`config.mk`:
```
export PLATFORM = sky130hd
export DESIGN_NAME = edc_back_flat
export DESIGN_NICKNAME = d
export VERILOG_FILES = /design/src/hdl/edc_pkg.sv /design/src/hdl/edc_if.sv /design/src/hdl/edc_back.sv /design/src/flat_wrapper.sv
export SDC_FILE = /design/constraint.sdc
export NUM_CORES = 1
export LEC_CHECK = 0
export BUFFER_PORTS_ARGS = -buffer_cell sky130_fd_sc_hd__buf_4
export CAP_MARGIN = 20
export CORE_AREA = 2 2 216 218
export DETAILED_ROUTE_END_ITERATION = 8
export DIE_AREA = 0 0 218 220
export GPL_TIMING_DRIVEN = 0
export PLACE_DENSITY = 0.65
export SLEW_MARGIN = 15
export SYNTH_ARGS = -nofsm -noshare
export SYNTH_HDL_FRONTEND = slang
export SYNTH_SLANG_ARGS = --single-unit
```
`constraint.sdc`:
```
create_clock -name clk -period 9.1 [get_ports clk]
set_input_delay 0.91 -clock clk [delete_from_list [all_inputs] [get_ports clk]]
set_output_delay 0.91 -clock clk [all_outputs]
set_load 0.02 [all_outputs]
```
`src/hdl/edc_pkg.sv`:
```
// Shared widths, types and helpers for the elastic disc collision datapath.
`default_nettype none
package edc_pkg;
  localparam int P_W    = 18;
  localparam int V_W    = 16;
  localparam int M_W    = 17;
  localparam int D_W    = P_W + 1;
  localparam int DV_W   = V_W + 1;
  localparam int SQ_W   = 2 * P_W;
  localparam int PD_W   = DV_W + D_W;
  localparam int DOT_W  = PD_W + 1;
  localparam int D2_W   = SQ_W + 1;
  localparam int AD_W   = P_W;
  localparam int MS_W   = M_W + 1;
  localparam int PX_W   = DOT_W + AD_W;
  localparam int DEN_W  = MS_W + D2_W;
  localparam int NUM_W  = PX_W + MS_W;
  localparam int Q_W    = 19;
  localparam int LANES  = 4;
  localparam int SUM_W  = Q_W + 3;

  typedef logic signed [V_W-1:0]    vel_t;
  typedef logic [DEN_W-1:0]         den_t;
  typedef logic [LANES-1:0][NUM_W-1:0] num_vec_t;
  typedef logic [LANES-1:0][Q_W-1:0]   quo_vec_t;

  // Lane order everywhere: a.x, a.y, b.x, b.y.
  typedef struct packed {
    logic [LANES-1:0][V_W-1:0] vel;
    logic [1:0]                neg;
    logic                      pass;
    logic                      coin;
  } side_t;

  function automatic vel_t sat_vel(input logic signed [SUM_W-1:0] v);
    logic signed [SUM_W-1:0] hi;
    logic signed [SUM_W-1:0] lo;
    hi = SUM_W'(2 ** (V_W - 1) - 1);
    lo = -SUM_W'(2 ** (V_W - 1));
    if (v > hi) begin
      sat_vel = hi[V_W-1:0];
    end else if (v < lo) begin
      sat_vel = lo[V_W-1:0];
    end else begin
      sat_vel = v[V_W-1:0];
    end
  endfunction
endpackage
`default_nettype wire

```
`src/hdl/edc_if.sv`:
```
// Request and result channel interfaces of the disc collision block.
`default_nettype none


interface edc_out_if;
  import edc_pkg::*;
  logic valid;
  logic ready;
  vel_t a_new_vel_x;
  vel_t a_new_vel_y;
  vel_t b_new_vel_x;
  vel_t b_new_vel_y;
  logic coincident;
  modport source (output valid, a_new_vel_x, a_new_vel_y, b_new_vel_x, b_new_vel_y,
                  coincident, input ready);
  modport sink (input valid, a_new_vel_x, a_new_vel_y, b_new_vel_x, b_new_vel_y,
                coincident, output ready);
endinterface
`default_nettype wire

```
`src/hdl/edc_back.sv`:
```
// Output stage: round the quotients, apply signs, add to velocities and saturate.
`default_nettype none
module edc_back (
  input  logic              clk,
  input  logic              rst,
  input  logic              en,
  input  logic              valid_in,
  input  edc_pkg::side_t    side,
  input  edc_pkg::quo_vec_t quo,
  input  edc_pkg::num_vec_t rem,
  input  edc_pkg::den_t     den,
  edc_out_if.source         out_ch
);
  import edc_pkg::*;

  logic [LANES-1:0][V_W-1:0] res;

  always_comb begin
    logic              rnd;
    logic [Q_W:0]      ch;
    logic signed [SUM_W-1:0] delta;
    logic signed [SUM_W-1:0] sum;
    for (int l = 0; l < LANES; l++) begin
      // Half or more of the divisor left over rounds the magnitude up.
      rnd   = ({rem[l], 1'b0} >= (NUM_W + 1)'(den));
      ch    = (Q_W + 1)'(quo[l]) + (Q_W + 1)'(rnd);
      delta = $signed(SUM_W'(ch));
      // The first disc gains the change, the second loses it.
      if (side.neg[l % 2] == (l >= 2)) begin
        sum = SUM_W'($signed(side.vel[l])) + delta;
      end else begin
        sum = SUM_W'($signed(side.vel[l])) - delta;
      end
      res[l] = side.pass ? side.vel[l] : sat_vel(sum);
    end
  end

  always_ff @(posedge clk) begin
    if (rst) begin
      out_ch.valid <= 1'b0;
    end else if (en) begin
      out_ch.valid <= valid_in;
    end
  end

  always_ff @(posedge clk) begin
    if (en) begin
      out_ch.a_new_vel_x <= res[0];
      out_ch.a_new_vel_y <= res[1];
      out_ch.b_new_vel_x <= res[2];
      out_ch.b_new_vel_y <= res[3];
      out_ch.coincident  <= side.coin;
    end
  end
endmodule
`default_nettype wire

```
`src/flat_wrapper.sv`:
```
// flat-port wrapper written by rule: the top's interface ports become plain ports
module edc_back_flat import edc_pkg::*;
  (clk, rst, en, valid_in, side, quo, rem, den, out_ch_valid, out_ch_a_new_vel_x, out_ch_a_new_vel_y, out_ch_b_new_vel_x, out_ch_b_new_vel_y, out_ch_coincident, out_ch_ready);
  edc_out_if out_ch_i ();
  input  logic clk;
  input  logic rst;
  input  logic en;
  input  logic valid_in;
  input  edc_pkg::side_t side;
  input  edc_pkg::quo_vec_t quo;
  input  edc_pkg::num_vec_t rem;
  input  edc_pkg::den_t den;
  output wire logic [$bits(out_ch_i.valid)-1:0] out_ch_valid;
  output wire logic [$bits(out_ch_i.a_new_vel_x)-1:0] out_ch_a_new_vel_x;
  output wire logic [$bits(out_ch_i.a_new_vel_y)-1:0] out_ch_a_new_vel_y;
  output wire logic [$bits(out_ch_i.b_new_vel_x)-1:0] out_ch_b_new_vel_x;
  output wire logic [$bits(out_ch_i.b_new_vel_y)-1:0] out_ch_b_new_vel_y;
  output wire logic [$bits(out_ch_i.coincident)-1:0] out_ch_coincident;
  input wire logic [$bits(out_ch_i.ready)-1:0] out_ch_ready;
  assign out_ch_valid = out_ch_i.valid;
  assign out_ch_a_new_vel_x = out_ch_i.a_new_vel_x;
  assign out_ch_a_new_vel_y = out_ch_i.a_new_vel_y;
  assign out_ch_b_new_vel_x = out_ch_i.b_new_vel_x;
  assign out_ch_b_new_vel_y = out_ch_i.b_new_vel_y;
  assign out_ch_coincident = out_ch_i.coincident;
  assign out_ch_i.ready = out_ch_ready;
  edc_back u_core (.clk(clk), .rst(rst), .en(en), .valid_in(valid_in), .side(side), .quo(quo), .rem(rem), .den(den), .out_ch(out_ch_i));
endmodule
```
==> metrics.md <==
| Metric | Value |
|---|---|
| Status | finished clean |
| Crit path DAT | 8.71 ns |
| Clock tree from TritonCTS | done |
| Crit-path most repeated cell | ha_1 |
| Commonest non-fill, non-tap cell in the layout | buf_4 |
| Slew HR | between 40 and 50% |
| Worst IR Drop VDD | 0.129 mV |
| Post-DRT Antenna Nets | 0 |
| Worst path required time | 9.19 ns |
| Crit path max fanout | 10 |
| Commonest non-fill, non-tap cells in the layout | 552 x buf_4, 312 x ha_1, 160 x a21oi_1 |
| # setup viols final | 0 |
| I/O Buffers | 534 |
| Post-route clock period utilization | 94.8% |
| Hpwl dp | 60.5 mm |
| Fin. max-slew vios | 0 |
| Total CTS buffers | 9 |
| P_leak | 0.0103 uW |
| Vias in the first global route | approximately 18000 |
| CTS Root Cell | clkbuf_16 |
| Std cell rows | 79 |
| Clock skew | 0 ns |
| Placed Instances | 3233 |
| Vias/cell | 5.65 |
| Fmax | 0.116 GHz |
| Design Area, Final | roughly 22000 um^2 |
| Initial antenna violation count | 20 |
| RePlAce Congestion | 0.967 |
| Placeable Area | 45900 um^2 |
| CP max stage delay | between 0.4 and 0.5 ns |
| Reg2reg start | u_core.out_ch.valid$_SDFFE_PP0P_ |
| Die H | 220 um |
| Worst-Margin Slew | ~0.89 ns |
| CP startpoint | den[11] |
| Global-route wire length before repair | 102 mm |
| Worst R2R Path Depth | 2 |
| Post-synth EDFFs | 65 |
| Area Growth Syn to Fin | 31.3% |
| Startpoint Class | input port |
| Nets | ~3500 |
| Final Hold Violating Endpoints | 0 |
| Synth warn | 0 |
| Setup ws final | 0.478 ns |
| FILL cells | 4581 |
| CP max-delay cell | or4_1 |
| Initial Utilization | 36.7% |
| Reg clk slew, reported paths | roughly 0.050 ns |
| Share of cells above drive strength 1 | 25.7% |
| Initial DRC Count | 957 |
| Unrepaired setup endpoints after global routing | false |
| Routed via count | 18400 |
| Synth Register Bits | 66 |
| Wire length per cell | 21.1 um |
| Pwr per Cell Area | between 100 and 150 nW/um^2 |
| DR pass1 iterations | 5 |
| # H-tree levels | 3 |
| Reg2reg setup slack | 8.51 ns |
| Worst min path class | flip-flop to flip-flop |
| CP endpoint | u_core.out_ch.b_new_vel_x[3]$_DFFE_PP_ |
| Final min period | about 8.6 ns |
| Die area | about 48000 um^2 |
| Crit path kind | input port to flip-flop |
| Drt drc | 0 |
| Worst slack at placement | -0.700 ns |
| Longest Clk Path Bufs | 2 |
| Die Wd | 218 um |
| CP endpoint kind | flip-flop |
| Sum Neg Setup Slack | 0 ns |
| Final Routed Wirelength | about 69 mm |
| Post-route insts no fill | 3266 |
| Post-placement cell area | 21600 um^2 |
| Hold Path Depth | 2 |
| Crit. path cell count | 32 |
| Sink Count | 66 |
| Syn avg cell area | slightly above 8 um^2 |
| Cell area after synthesis | ~17000 um^2 |
| Clock Latency Late Sink | between 0.3 and 0.4 ns |
| Total routing usage reported by global routing | 27.7% |
| Syn_nets | between 2000 and 3000 |
| Largest net degree at the start of global routing | 67 |
| FF-to-FF End | u_core.out_ch.valid$_SDFFE_PP0P_ |
| Top cell family by delay on the critical path | compound AO/OA/AOI/OAI gates |
| Register area share after synthesis | 11.7% |
| Ys async rst share | 0% |
| Unique masters post-synth | 102 |
| Syn Inst Count | around 2100 |
| Congestion Overflow GR | 0 |
| Synth Flop Type | edfxtp_1 |
| I/O pin cnt | 562 |
| Max-cap violations | 0 |
| Buf+Inv Stages, Crit Path | 3 |
-- how the worst min path moves through the flow --
stage | endpoint | start | slack (ns)
2_1_floorplan | u_core.out_ch.valid$_SDFFE_PP0P_ | u_core.out_ch.valid$_SDFFE_PP0P_ | 0.58
3_3_place_gp | u_core.out_ch.valid$_SDFFE_PP0P_ | u_core.out_ch.valid$_SDFFE_PP0P_ | 0.48
6_report | u_core.out_ch.valid$_SDFFE_PP0P_ | u_core.out_ch.valid$_SDFFE_PP0P_ | 0.51
3_5_place_dp | u_core.out_ch.valid$_SDFFE_PP0P_ | u_core.out_ch.valid$_SDFFE_PP0P_ | 0.49
4_1_cts | u_core.out_ch.valid$_SDFFE_PP0P_ | u_core.out_ch.valid$_SDFFE_PP0P_ | 0.51
5_1_grt | u_core.out_ch.valid$_SDFFE_PP0P_ | u_core.out_ch.valid$_SDFFE_PP0P_ | 0.56
-- cell usage after synthesis (all sizes together) (28+ instances only) --
| cell | count | area (um^2) |
|---|---|---|
| nor4 | 48 | 343 |
| nor3 | 39 | 195 |
| and3 | 30 | 189 |
| o21a | 28 | 210 |
| o21ai | 119 | 596 |
| edfxtp | 65 | 1950 |
| nor2 | 153 | 574 |
| xor2 | 73 | 639 |
| nand3 | 59 | 315 |
| nand4 | 64 | 452 |
| inv | 104 | 390 |
| a21o | 97 | 729 |
| xnor2 | 155 | 1360 |
| buf | 44 | 304 |
| ha | 314 | 3930 |
| o22ai | 31 | 257 |
| a21oi | 161 | 806 |
| nor2b | 36 | 225 |
| nand2 | 129 | 487 |
-- per-stage QoR --
| step | total power, uW | utilization [%] | hold slack, ns |
|---|---|---|---|
| after floorplan | 1320 | - | 0.579 |
| after global placement | 1810 | 47.1 | 0.481 |
| after detailed placement | 1840 | 47.1 | 0.494 |
| after CTS | 2250 | 47.9 | 0.507 |
| after global routing | 2420 | 48.1 | 0.557 |
| final | 2250 | 48.1 | 0.509 |
-- tightest hold or removal path, stage by stage (launching register included) --
cell,delay (ns)
dfxtp_1,0.32
mux2i_1,0.06
nor2_1,0.08
-- sequential cells by signal, summed over array words and instances (netlist names) --
register	count
u_core.out_ch.coincident	1
u_core.out_ch.b_new_vel_y	16
u_core.out_ch.a_new_vel_y	16
u_core.out_ch.valid	1
u_core.out_ch.a_new_vel_x	16
u_core.out_ch.b_new_vel_x	16
-- area by class of cell --
cell class	instances	area [um^2]	area share, %
flip-flops and latches	66	1970	8.93
plain buffers	74	509	2.31
clock inverters	6	105	0.476
well taps	607	759	3.44
multi-input cells	1846	14000	63.6
diodes	16	40.0	0.181
clock buffers	10	229	1.04
inverters	105	394	1.79
repair buffers	536	4020	18.2
-- kinds of logic after synthesis --
logic type | synth area share [%]
buffers and inverters | 5.37
multiplexers | 0.871
AND/OR/NAND/NOR | 21.1
AO/OA/AOI/OAI | 25.2
XOR/XNOR | 11.9
adder cells (fa/ha/maj) | 23.8
flip-flops | 11.7
-- layer usage --
| metal | vias up | track usage, % | share of wire, % |
|---|---|---|---|
| met5 | - | 0 | 0.067 |
| met1 | 8607 | 29.7 | 37 |
| met3 | 138 | 3.82 | 6.1 |
| met2 | 688 | 52.7 | 52 |
| li1 | 8999 | - | - |
| met4 | 8 | 14.3 | 5.0 |
-- report_power, final --
part	internal [uW]	total, uW	switching (uW)
logic	650	1430	779
clock network	266	399	134
registers	403	424	21.1
total	1320	2250	934
-- what timing repair did --
action	CTS	global route
setup endpoints to repair	16	30
endpoints found under the hold margin	0	0
pin swaps	0	2
hold buffers	0	0
resized for setup	5	14
buffers inserted	0	1
(Power assumes the default switching activity.)
